**src/hdl/hbcc_pkg.sv**
```systemverilog
// Package with types, codes and commutation tables shared by the Hall commutation controller.
package hbcc_pkg;

   localparam int DutyWidth  = 8;
   localparam int CfgWidth   = 8;
   localparam int CsrAddrWidth = 8;
   localparam int PhaseWidth = 16;
   localparam int DivBits    = 20;
   localparam int DivCntWidth = $clog2(DivBits);

   localparam logic [1:0] KIND_CTRL  = 2'd0;
   localparam logic [1:0] KIND_STALL = 2'd1;
   localparam logic [1:0] KIND_RPM   = 2'd2;

   localparam logic [CsrAddrWidth-1:0] REG_STALL_WINDOW  = 8'd0;
   localparam logic [CsrAddrWidth-1:0] REG_CHARGE_ROUNDS = 8'd1;
   localparam logic [CsrAddrWidth-1:0] REG_RPM_WINDOW    = 8'd2;
   localparam logic [CsrAddrWidth-1:0] REG_RPM_DIVISOR   = 8'd3;

   localparam logic [3:0] HALL_EMPTY = 4'd8;

   typedef enum logic [2:0] {
      MODE_STOP   = 3'd0,
      MODE_CHARGE = 3'd1,
      MODE_CHECK  = 3'd2,
      MODE_RUN    = 3'd3,
      MODE_ERROR  = 3'd4
   } mode_type;

   typedef enum logic [1:0] {
      ST_IDLE,
      ST_EXEC,
      ST_DIV,
      ST_DONE
   } state_type;

   typedef struct packed {
      logic load;
      logic apply;
      logic div_step;
      logic out_load;
   } cmd_type;

   typedef struct packed {
      logic need_div;
      logic div_last;
   } sts_type;

   // Hall code seen at each commutation step.
   function automatic logic [2:0] step_hall(input logic [2:0] idx);
      logic [2:0] r;
      unique case (idx)
         3'd0: r = 3'd2;
         3'd1: r = 3'd3;
         3'd2: r = 3'd1;
         3'd3: r = 3'd5;
         3'd4: r = 3'd4;
         3'd5: r = 3'd6;
         default: r = 3'd0;
      endcase
      return r;
   endfunction

   // Hall code that announces the following step.
   function automatic logic [2:0] step_next(input logic [2:0] idx);
      logic [2:0] r;
      unique case (idx)
         3'd0: r = 3'd3;
         3'd1: r = 3'd1;
         3'd2: r = 3'd5;
         3'd3: r = 3'd4;
         3'd4: r = 3'd6;
         3'd5: r = 3'd2;
         default: r = 3'd0;
      endcase
      return r;
   endfunction

   function automatic logic [1:0] step_high(input logic [2:0] idx);
      logic [1:0] r;
      unique case (idx)
         3'd0, 3'd1: r = 2'd0;
         3'd2, 3'd3: r = 2'd1;
         default:    r = 2'd2;
      endcase
      return r;
   endfunction

   function automatic logic [1:0] step_low(input logic [2:0] idx);
      logic [1:0] r;
      unique case (idx)
         3'd0:       r = 2'd1;
         3'd1, 3'd2: r = 2'd2;
         3'd3, 3'd4: r = 2'd0;
         default:    r = 2'd1;
      endcase
      return r;
   endfunction

endpackage

```
**src/hdl/hbcc_ctrl.sv**
```systemverilog
// Sequencer that steps one transaction through execute, divide and result hand-off.
module hbcc_ctrl import hbcc_pkg::*; (
   input  logic    clock,
   input  logic    reset,
   input  logic    req_tvalid,
   output logic    req_tready,
   output logic    rsp_tvalid,
   input  logic    rsp_tready,
   input  sts_type sts,
   output cmd_type cmd
);

   state_type state_ff, state_in;
   logic      rsp_valid_ff, rsp_valid_in;
   logic      out_free;

   assign out_free = !rsp_valid_ff || rsp_tready;

   always_comb begin
      state_in = state_ff;
      unique case (state_ff)
         ST_IDLE: if (req_tvalid) state_in = ST_EXEC;
         ST_EXEC: state_in = sts.need_div ? ST_DIV : ST_DONE;
         ST_DIV:  if (sts.div_last) state_in = ST_DONE;
         ST_DONE: if (out_free) state_in = ST_IDLE;
         default: state_in = ST_IDLE;
      endcase
   end

   always_comb begin
      req_tready   = (state_ff == ST_IDLE);
      cmd.load     = (state_ff == ST_IDLE) && req_tvalid;
      cmd.apply    = (state_ff == ST_EXEC);
      cmd.div_step = (state_ff == ST_DIV);
      cmd.out_load = (state_ff == ST_DONE) && out_free;
      rsp_valid_in = cmd.out_load || (rsp_valid_ff && !rsp_tready);
   end

   always_ff @(posedge clock) begin
      if (reset) begin
         state_ff     <= ST_IDLE;
         rsp_valid_ff <= 1'b0;
      end else begin
         state_ff     <= state_in;
         rsp_valid_ff <= rsp_valid_in;
      end
   end

   assign rsp_tvalid = rsp_valid_ff;

endmodule

```
**src/hdl/hbcc_dp.sv**
```systemverilog
// Datapath: motor state, commutation logic, speed divider, settings and result register.
module hbcc_dp import hbcc_pkg::*; (
   input  logic                    clock,
   input  logic                    reset,
   input  logic                    csr_valid,
   input  logic [CsrAddrWidth-1:0] csr_addr,
   input  logic [CfgWidth-1:0]     csr_data,
   input  logic [15:0]             req_tdata,
   input  logic [1:0]              req_tuser,
   output logic [39:0]             rsp_tdata,
   output logic [0:0]              rsp_tuser,
   input  cmd_type                 cmd,
   output sts_type                 sts
);

   logic [CfgWidth-1:0] stall_window_ff, charge_rounds_ff, rpm_window_ff, rpm_divisor_ff;

   logic [1:0]           kind_ff;
   logic [DutyWidth-1:0] duty_ff;
   logic [2:0]           hall_ff;

   mode_type             mode_ff, mode_in;
   logic [1:0]           chg_phase_ff, chg_phase_in;
   logic [7:0]           chg_count_ff, chg_count_in;
   logic [7:0]           stall_ff, stall_in;
   logic [3:0]           hist_ff [3];
   logic [3:0]           hist_in [3];
   logic [2:0]           step_ff, step_in;
   logic [2:0]           expected_ff, expected_in;
   logic                 pending_ff, pending_in;
   logic [DutyWidth-1:0] prev_duty_ff, prev_duty_in;
   logic [PhaseWidth-1:0] phase_ff, phase_in;
   logic [7:0]           timer_ff, timer_in;
   logic [DutyWidth-1:0] high_ff [3];
   logic [DutyWidth-1:0] high_in [3];
   logic [2:0]           low_ff, low_in;
   logic [7:0]           speed_ff, speed_in;
   logic                 upd_ff, upd_in;

   logic [8:0]             rem_ff, rem_in;
   logic [DivBits-1:0]     quo_ff, quo_in;
   logic [DivCntWidth-1:0] cnt_ff, cnt_in;

   logic [DutyWidth-1:0] out_high_a_ff, out_high_b_ff, out_high_c_ff;
   logic [2:0]           out_low_ff;
   mode_type             out_mode_ff;
   logic [7:0]           out_speed_ff;
   logic                 out_upd_ff;

   always_ff @(posedge clock) begin
      if (reset) begin
         stall_window_ff  <= 8'd50;
         charge_rounds_ff <= 8'd10;
         rpm_window_ff    <= 8'd100;
         rpm_divisor_ff   <= 8'd10;
      end else if (csr_valid) begin
         unique case (csr_addr)
            REG_STALL_WINDOW:  stall_window_ff  <= csr_data;
            REG_CHARGE_ROUNDS: charge_rounds_ff <= csr_data;
            REG_RPM_WINDOW:    rpm_window_ff    <= csr_data;
            REG_RPM_DIVISOR:   rpm_divisor_ff   <= csr_data;
            default: ;
         endcase
      end
   end

   // The Hall inputs are active low; the code is their complement.
   always_ff @(posedge clock) begin
      if (cmd.load) begin
         kind_ff <= req_tuser;
         duty_ff <= req_tdata[7:0];
         hall_ff <= ~req_tdata[10:8];
      end
   end

   always_comb begin
      logic [2:0]    stp;
      logic          pend;
      logic [7:0]    stl;
      logic          found;
      logic [2:0]    fidx;
      logic [8:0]    rem_sh;
      logic [DivBits-1:0] qn;

      mode_in      = mode_ff;
      chg_phase_in = chg_phase_ff;
      chg_count_in = chg_count_ff;
      stall_in     = stall_ff;
      hist_in      = hist_ff;
      step_in      = step_ff;
      expected_in  = expected_ff;
      pending_in   = pending_ff;
      prev_duty_in = prev_duty_ff;
      phase_in     = phase_ff;
      timer_in     = timer_ff;
      high_in      = high_ff;
      low_in       = low_ff;
      speed_in     = speed_ff;
      upd_in       = upd_ff;
      rem_in       = rem_ff;
      quo_in       = quo_ff;
      cnt_in       = cnt_ff;
      sts.need_div = 1'b0;
      sts.div_last = (cnt_ff == '0);
      stp          = step_ff;
      pend         = pending_ff;
      stl          = stall_ff;
      found        = 1'b0;
      fidx         = 3'd0;
      rem_sh       = '0;
      qn           = '0;

      if (cmd.apply) begin
         upd_in = 1'b0;
         unique case (kind_ff)
            KIND_CTRL: begin
               prev_duty_in = duty_ff;
               unique case (mode_ff)
                  MODE_RUN: begin
                     if (duty_ff == '0) begin
                        mode_in = MODE_STOP;
                     end else begin
                        if (hall_ff == expected_ff) begin
                           stp         = (step_ff >= 3'd5) ? 3'd0 : step_ff + 3'd1;
                           pend        = 1'b1;
                           expected_in = step_next(stp);
                           stl         = '0;
                           if (phase_ff != '1) phase_in = phase_ff + 1'b1;
                        end
                        if (pend) begin
                           pend = 1'b0;
                           high_in = '{default: '0};
                           low_in  = '0;
                           high_in[step_high(stp)] = duty_ff;
                           low_in[step_low(stp)]   = 1'b1;
                        end
                        step_in    = stp;
                        pending_in = pend;
                        stall_in   = stl;
                        if (stl >= stall_window_ff) mode_in = MODE_ERROR;
                     end
                  end
                  MODE_CHARGE: begin
                     high_in = '{default: '0};
                     low_in  = '0;
                     if (chg_phase_ff != 2'd3) begin
                        low_in[chg_phase_ff] = 1'b1;
                        chg_phase_in = chg_phase_ff + 2'd1;
                     end else begin
                        chg_phase_in = '0;
                        chg_count_in = chg_count_ff + 8'd1;
                        if (chg_count_in >= charge_rounds_ff) begin
                           mode_in      = MODE_CHECK;
                           chg_count_in = '0;
                           stall_in     = '0;
                           hist_in      = '{default: HALL_EMPTY};
                        end
                     end
                  end
                  MODE_CHECK: begin
                     hist_in[2] = hist_ff[1];
                     hist_in[1] = hist_ff[0];
                     hist_in[0] = {1'b0, hall_ff};
                     for (int i = 0; i < 6; i++) begin
                        if (!found && step_hall(3'(i)) == hall_ff) begin
                           found = 1'b1;
                           fidx  = 3'(i);
                        end
                     end
                     if (hist_ff[0] == {1'b0, hall_ff} && hist_ff[1] == hist_ff[0]) begin
                        if (found) begin
                           mode_in     = MODE_RUN;
                           step_in     = fidx;
                           expected_in = step_next(fidx);
                           pending_in  = 1'b1;
                        end else begin
                           mode_in = MODE_ERROR;
                        end
                     end
                  end
                  default: begin
                     mode_in = (mode_ff == MODE_STOP) ? MODE_STOP : MODE_ERROR;
                     high_in = '{default: '0};
                     low_in  = '0;
                     if (prev_duty_ff == '0 && duty_ff != '0) mode_in = MODE_CHARGE;
                  end
               endcase
            end
            KIND_STALL: begin
               if (stall_ff != 8'hFF) stall_in = stall_ff + 8'd1;
            end
            KIND_RPM: begin
               if (timer_ff == '0) begin
                  phase_in = '0;
                  timer_in = 8'd1;
               end else if (timer_ff >= rpm_window_ff) begin
                  timer_in = '0;
                  upd_in   = 1'b1;
                  if (rpm_divisor_ff == '0) begin
                     speed_in = 8'hFF;
                  end else begin
                     // Dividend is phase_count * 10, built from two shifts.
                     sts.need_div = 1'b1;
                     rem_in = '0;
                     quo_in = {1'b0, phase_ff, 3'b000} + {3'b000, phase_ff, 1'b0};
                     cnt_in = DivCntWidth'(DivBits - 1);
                  end
               end else begin
                  timer_in = timer_ff + 8'd1;
               end
            end
            default: ;
         endcase
      end

      // One restoring division step per cycle, MSB first.
      if (cmd.div_step) begin
         rem_sh = {rem_ff[7:0], quo_ff[DivBits-1]};
         qn     = {quo_ff[DivBits-2:0], 1'b0};
         if (rem_sh >= {1'b0, rpm_divisor_ff}) begin
            rem_in = rem_sh - {1'b0, rpm_divisor_ff};
            qn[0]  = 1'b1;
         end else begin
            rem_in = rem_sh;
         end
         quo_in = qn;
         cnt_in = cnt_ff - 1'b1;
         if (cnt_ff == '0) speed_in = (qn[DivBits-1:8] != '0) ? 8'hFF : qn[7:0];
      end
   end

   always_ff @(posedge clock) begin
      if (reset) begin
         mode_ff      <= MODE_STOP;
         chg_phase_ff <= '0;
         chg_count_ff <= '0;
         stall_ff     <= '0;
         hist_ff      <= '{default: '0};
         step_ff      <= '0;
         expected_ff  <= '0;
         pending_ff   <= 1'b0;
         prev_duty_ff <= '0;
         phase_ff     <= '0;
         timer_ff     <= '0;
         high_ff      <= '{default: '0};
         low_ff       <= '0;
         speed_ff     <= '0;
         upd_ff       <= 1'b0;
         cnt_ff       <= '0;
      end else begin
         mode_ff      <= mode_in;
         chg_phase_ff <= chg_phase_in;
         chg_count_ff <= chg_count_in;
         stall_ff     <= stall_in;
         hist_ff      <= hist_in;
         step_ff      <= step_in;
         expected_ff  <= expected_in;
         pending_ff   <= pending_in;
         prev_duty_ff <= prev_duty_in;
         phase_ff     <= phase_in;
         timer_ff     <= timer_in;
         high_ff      <= high_in;
         low_ff       <= low_in;
         speed_ff     <= speed_in;
         upd_ff       <= upd_in;
         cnt_ff       <= cnt_in;
      end
   end

   always_ff @(posedge clock) begin
      rem_ff <= rem_in;
      quo_ff <= quo_in;
   end

   always_ff @(posedge clock) begin
      if (cmd.out_load) begin
         out_high_a_ff <= high_ff[0];
         out_high_b_ff <= high_ff[1];
         out_high_c_ff <= high_ff[2];
         out_low_ff    <= low_ff;
         out_mode_ff   <= mode_ff;
         out_speed_ff  <= speed_ff;
         out_upd_ff    <= upd_ff;
      end
   end

   assign rsp_tdata = {2'b00, out_speed_ff, out_mode_ff, out_low_ff,
                       out_high_c_ff, out_high_b_ff, out_high_a_ff};
   assign rsp_tuser = out_upd_ff;

endmodule

```
**src/hdl/hall_bldc_commutation_controller.sv**
```systemverilog
// Hall sensor six-step commutation controller for a three-phase motor: top level.
//
// Input channel req_: one transaction per control step, stall tick or rpm tick;
// req_tuser carries the kind, req_tdata the duty and raw active-low Hall levels.
// Result channel rsp_: exactly one result per input transaction, in order,
// carrying the phase drive, mode, last speed and a speed-updated flag.
// Settings port csr_: always ready; write only while no transaction is in flight.
//
// One transaction is in work at a time: it is accepted in idle, applied in execute
// and loaded into the result register in done; the result is presented as the block
// returns to idle, and the next input can be accepted in that same cycle. An rpm
// tick that closes a measurement window runs the 20-step restoring divider for
// phases*10/divisor between execute and done.
// The result register holds one finished result; while the receiver stalls it
// keeps it, and the block accepts one more input and holds that result
// internally until the register frees, then stops accepting.
// Synchronous reset returns to the stop mode with all drives off and the
// settings at their defaults; no clearing pass is needed.
module hall_bldc_commutation_controller import hbcc_pkg::*; (
   input  logic                    clock,
   input  logic                    reset,
   input  logic                    req_tvalid,
   output logic                    req_tready,
   input  logic [15:0]             req_tdata,  // duty[7:0], hall_levels[10:8], zero fill
   input  logic [1:0]              req_tuser,  // kind[1:0]
   output logic                    rsp_tvalid,
   input  logic                    rsp_tready,
   // high_a[7:0], high_b[15:8], high_c[23:16], low_a[24], low_b[25], low_c[26],
   // motor_mode[29:27], speed[37:30], zero fill
   output logic [39:0]             rsp_tdata,
   output logic [0:0]              rsp_tuser,  // speed_updated[0]
   input  logic                    csr_valid,
   output logic                    csr_ready,
   input  logic [CsrAddrWidth-1:0] csr_addr,
   input  logic [CfgWidth-1:0]     csr_data
);

   cmd_type cmd;
   sts_type sts;

   assign csr_ready = 1'b1;

   hbcc_ctrl u_ctrl (
      .clock      (clock),
      .reset      (reset),
      .req_tvalid (req_tvalid),
      .req_tready (req_tready),
      .rsp_tvalid (rsp_tvalid),
      .rsp_tready (rsp_tready),
      .sts        (sts),
      .cmd        (cmd)
   );

   hbcc_dp u_dp (
      .clock     (clock),
      .reset     (reset),
      .csr_valid (csr_valid && csr_ready),
      .csr_addr  (csr_addr),
      .csr_data  (csr_data),
      .req_tdata (req_tdata),
      .req_tuser (req_tuser),
      .rsp_tdata (rsp_tdata),
      .rsp_tuser (rsp_tuser),
      .cmd       (cmd),
      .sts       (sts)
   );

endmodule

```
**config.mk**
```make
export PLATFORM = sky130hd
export DESIGN_NAME = hall_bldc_commutation_controller
export DESIGN_NICKNAME = d
export VERILOG_FILES = /design/src/hdl/hbcc_pkg.sv /design/src/hdl/hbcc_ctrl.sv /design/src/hdl/hbcc_dp.sv /design/src/hdl/hall_bldc_commutation_controller.sv
export SDC_FILE = /design/constraint.sdc
export NUM_CORES = 1
export LEC_CHECK = 0
export CORE_ASPECT_RATIO = 0.5
export CORE_MARGIN = 2
export CORE_UTILIZATION = 65
export CTS_CLUSTER_DIAMETER = 80
export DETAILED_ROUTE_END_ITERATION = 8
export DONT_BUFFER_PORTS = 1
export PLACE_DENSITY = 0.92
export SLEW_MARGIN = 25
export SYNTH_ARGS = -nofsm -noshare
export SYNTH_HDL_FRONTEND = slang
export SYNTH_SLANG_ARGS = --single-unit
export TNS_END_PERCENT = 1
```
**constraint.sdc**
```tcl
create_clock -name clock -period 7.5 [get_ports clock]
set_input_delay 1.125 -clock clock [delete_from_list [all_inputs] [get_ports clock]]
set_output_delay 1.125 -clock clock [all_outputs]
set_load 0.1 [all_outputs]
```
==> impl.org <==
** Critical path
- Of all nets on the critical path, the largest fanout is 14.
- Req. time, crit path :: 7.91 ns
- Arrival time at the worst endpoint :: 3.87 ns
- The critical path is of the register to register type.
- Sort of element at the start of the critical path :: register
- Type of destination of the critical path :: register

** Power and ir drop
- The clock network burns 33.2% of the power.
- Fraction of power consumed by sequential logic :: 49.7%
- Cell internal power was estimated by the tool at 2247 µW.
- Worst vdd rail ir drop :: 226.7 µV
- Combinational logic burns 17.1% of the power.
- In this run the power density over the cells is 276.3 nW/µm².
- The analysis attributes to cell leakage a power of around 0.0044 µW.
- Power dissipated by switching net loads :: 1125 µW
- Switching share of power :: 33.36%

** Clock tree
- Count of cells resized by post-cts repair :: 0
- Clock-pin slew was measured on the worst setup and hold paths at 0.07 ns.
- Maximum count of clock buffers along a single path :: 3
- Post-CTS setup-driven buffer insertion count :: 0
- TritonCTS clock tree :: done
- In this run, post-CTS hold repair placed 0 buffers.
- Count of clock tree sinks :: ~220
- TritonCTS created 20 clock buffers.
- In this run the clock root is driven by a clkbuf_16.
- In this run the number of H-tree levels came out at 1.
- The clock reaches the later pin of the worst-skew pair after 0.50 ns.

** Timing
- Final critical path time including I/O delays and setup :: 3.463 ns
- Final number of max-transition violations :: 0
- For the final routed database, the setup TNS stands at 0 ns.
- The final hold violation count was 0.
- RSZ-0062 raised after global routing :: no
- At the pin with the least slew margin, the transition time is 1.083 ns.
- Clock skew on the completed layout was measured at 0.01340 ns.
- Setup violations remaining at the end of the flow were counted as 0.
- Dividing the final minimum period by the clock period gives 46.18%.
- Static timing analysis puts the maximum clock frequency at 288.7 MHz.
- The worst pin sits at a relative slew slack of about 28%.

** Cells and area
- Area Overhead vs Synth :: 7.588%
- The register with the most flip-flops in the layout has 24 of them.
- The number of antenna diodes in the final layout is 0.
- Seq. cell area :: 5285 µm²
- Ranked by flip-flop count, first place goes to u_dp.high_ff.
- Counting the fill cells in the layout gives 1,168.
- Final cell count without fillers :: around 1,400
- Layout cells sized above 1 :: 6.166%
- The net count of the finished layout is 1,274.
- Footprint of the multi-input gates :: 5604 µm²
- Regs by FF count :: u_dp.high_ff (24), u_dp.quo_ff (20), u_dp.phase_ff (16)

** Yosys
- Distinct cell type count after synthesis :: 83
- The synthesized design contains 224 register bits.
- Yosys warns :: 0
- Average cell area after synthesis :: between 9 and 10 µm²
- Number of synthesized flops with an enable pin :: 80
- Async set or reset register ratio after synthesis :: 0%
- Gate count after technology mapping :: roughly 1,200
- Commonest register cell after synthesis :: dfxtp_1
- The cell area that synthesis handed to floorplanning was about 11,000 µm².
- Share of synthesized area occupied by flip-flops and latches :: 46.59%

** Detailed routing
- Final routed DRC violation total :: 0
- Number of nets with antenna violations after detailed routing :: 0
- Vias per cell :: 6.627
- The first TritonRoute pass finished after 6 iterations.
- Total via count after detailed routing :: 9,397
- Initial DRC Count :: roughly 1,200
- Average routed wire per standard cell :: 18.91 µm
- Final Routed Wirelength :: 26.81 mm

** Run status
- Outcome :: complete, no violations

** Global route
- Initial antenna violation count :: 0
- Global-route usage over all layers :: 28.55%
- Global routing finished with a remaining overflow of 0.
- Pin count of the biggest net entering global routing :: 98
- Global-route wire length before repair :: 43.50 mm
- Vias in the first global route :: just under 9,000

** Flow run
- Total of max-cap violations :: 0

** Place
- The congestion estimate from routability-driven global placement came to 0.8840.
- The HPWL after detailed placement is 17.98 mm.
- In this run, placement finished with an instance count of 1,381.
- Port buffer count :: 0

** Min path
- The worst hold path belongs to the class register to register.

** Floorplanning
- Horizontal extent of the die :: 190.8 µm
- Die Y :: approximately 97 µm
- Count of pins on the block boundary :: 83
- Effective utilization at floorplan :: 65.85%
- The die covers 18,590 µm².
- The floorplan has 34 rows.
- The total area inside the core boundary comes to 17,230 µm².
cells in the final DEF, fill, tap and decap left out, drive strengths merged, types with 24 or more instances in the layout:
cell type | Yosys | layout
nor2 | 108 | 108
inv | 67 | 69
mux2i | 24 | 24
edfxtp | 80 | 80
nand2 | 113 | 113
ha | 63 | 63
nor3 | 35 | 35
clkbuf | 37 | 26
nand3 | 24 | 24
dfxtp | 144 | 144
a21oi | 78 | 78
o21ai | 63 | 63
power by group through the flow:
stage / Combinational [µW] / Sequential, µW / Clock [µW]
global placement: 526 / 1690 / 0
CTS: 562 / 1670 / 1120
floorplan: 469 / 1650 / 0
detailed placement: 553 / 1700 / 0
finish: 576 / 1680 / 1120
global route: 626 / 1690 / 1170
per-layer routing:
layer / up-vias / global-route usage, % / wire, µm
li1: 4333 / - / -
met1: 4494 / 35.98 / 10800
met2: 496 / 49.61 / 13110
met3: 74 / 4.839 / 2151
met4: 0 / 10.02 / 745
met5: - / 0 / 0
metrics by stage:
stage	setup WS (ns)	total power, µW	utilization [%]	hold slack (ns)	instance area (µm²)
floorplan	4.116	2124	-	0.4029	11350
global placement	4.369	2216	66.56	0.4152	11470
detailed placement	4.134	2252	66.56	0.4190	11470
CTS	4.109	3358	70.70	0.4353	12180
global route	3.838	3485	70.84	0.4462	12210
finish	4.037	3373	70.84	0.4328	12210
critical path, stage by stage (launching register included):
cell and delay, ns:
edfxtp_1 0.56, xnor2_1 0.36, and3_1 0.64, nor2_1 0.11, ha_1 0.31, and3_1 0.19
a22oi_1 0.19, nand2_1 0.10, a311oi_1 0.55, a2111oi_0 0.14, nor3_1 0.24
cells in the mapped netlist, types with 16 or more instances:
cell      count  area, µm²
and3_1       16      100.1
mux2i_1      24      240.2
or3_1        17      106.4
dfxtp_1     144       2883
ha_1         63      788.3
a22oi_1      17      127.6
clkbuf_1     37      138.9
o21ai_0      56      280.3
nand2_1     113      424.2
nand3_1      24      120.1
nor2_1      107      401.6
inv_1        67      251.5
o211ai_1     16      120.1
nor3_1       34      170.2
xor2_1       17      148.9
a21oi_1      78      390.4
edfxtp_1     80       2402
cell families (layout without fill, tap and decap cells):
logic type | count (synthesis) | after routing | share of synthesized area [%]
muxes | 28 | 28 | 2.515
DFF | 224 | 224 | 46.59
xor gates and xnor gates | 28 | 28 | 2.162
and+or+nand+nor | 418 | 418 | 18.58
adders and majority gates | 65 | 65 | 7.301
AOI/OAI and AO/OA | 309 | 309 | 18.62
buffers and inverters | 117 | 109 | 4.169
other | 2 | 3 | 0.06620
path summary, 6_finish.rpt:
path,start,endpoint,slack [ns],cells past startpoint
max reg2reg,u_dp.hall_ff[0],u_dp.mode_ff[1],4.04,10
min reg2reg,u_dp.high_ff[21],u_dp.out_high_a_ff[5],0.43,0
min,u_dp.high_ff[21],u_dp.out_high_a_ff[5],0.43,0
max,u_dp.hall_ff[0],u_dp.mode_ff[1],4.04,10
layout make-up:
| class | instances | area share, % |
|---|---|---|
| Clock buffer | 26 | 4.705 |
| Clock inverter | 10 | 1.148 |
| Inverter | 67 | 2.060 |
| Multi-Input combinational cell | 851 | 45.91 |
| Sequential cell | 224 | 43.30 |
| Tap cell | 234 | 2.399 |
| Timing Repair Buffer | 6 | 0.4716 |
Power figures use the tool's default switching activity.
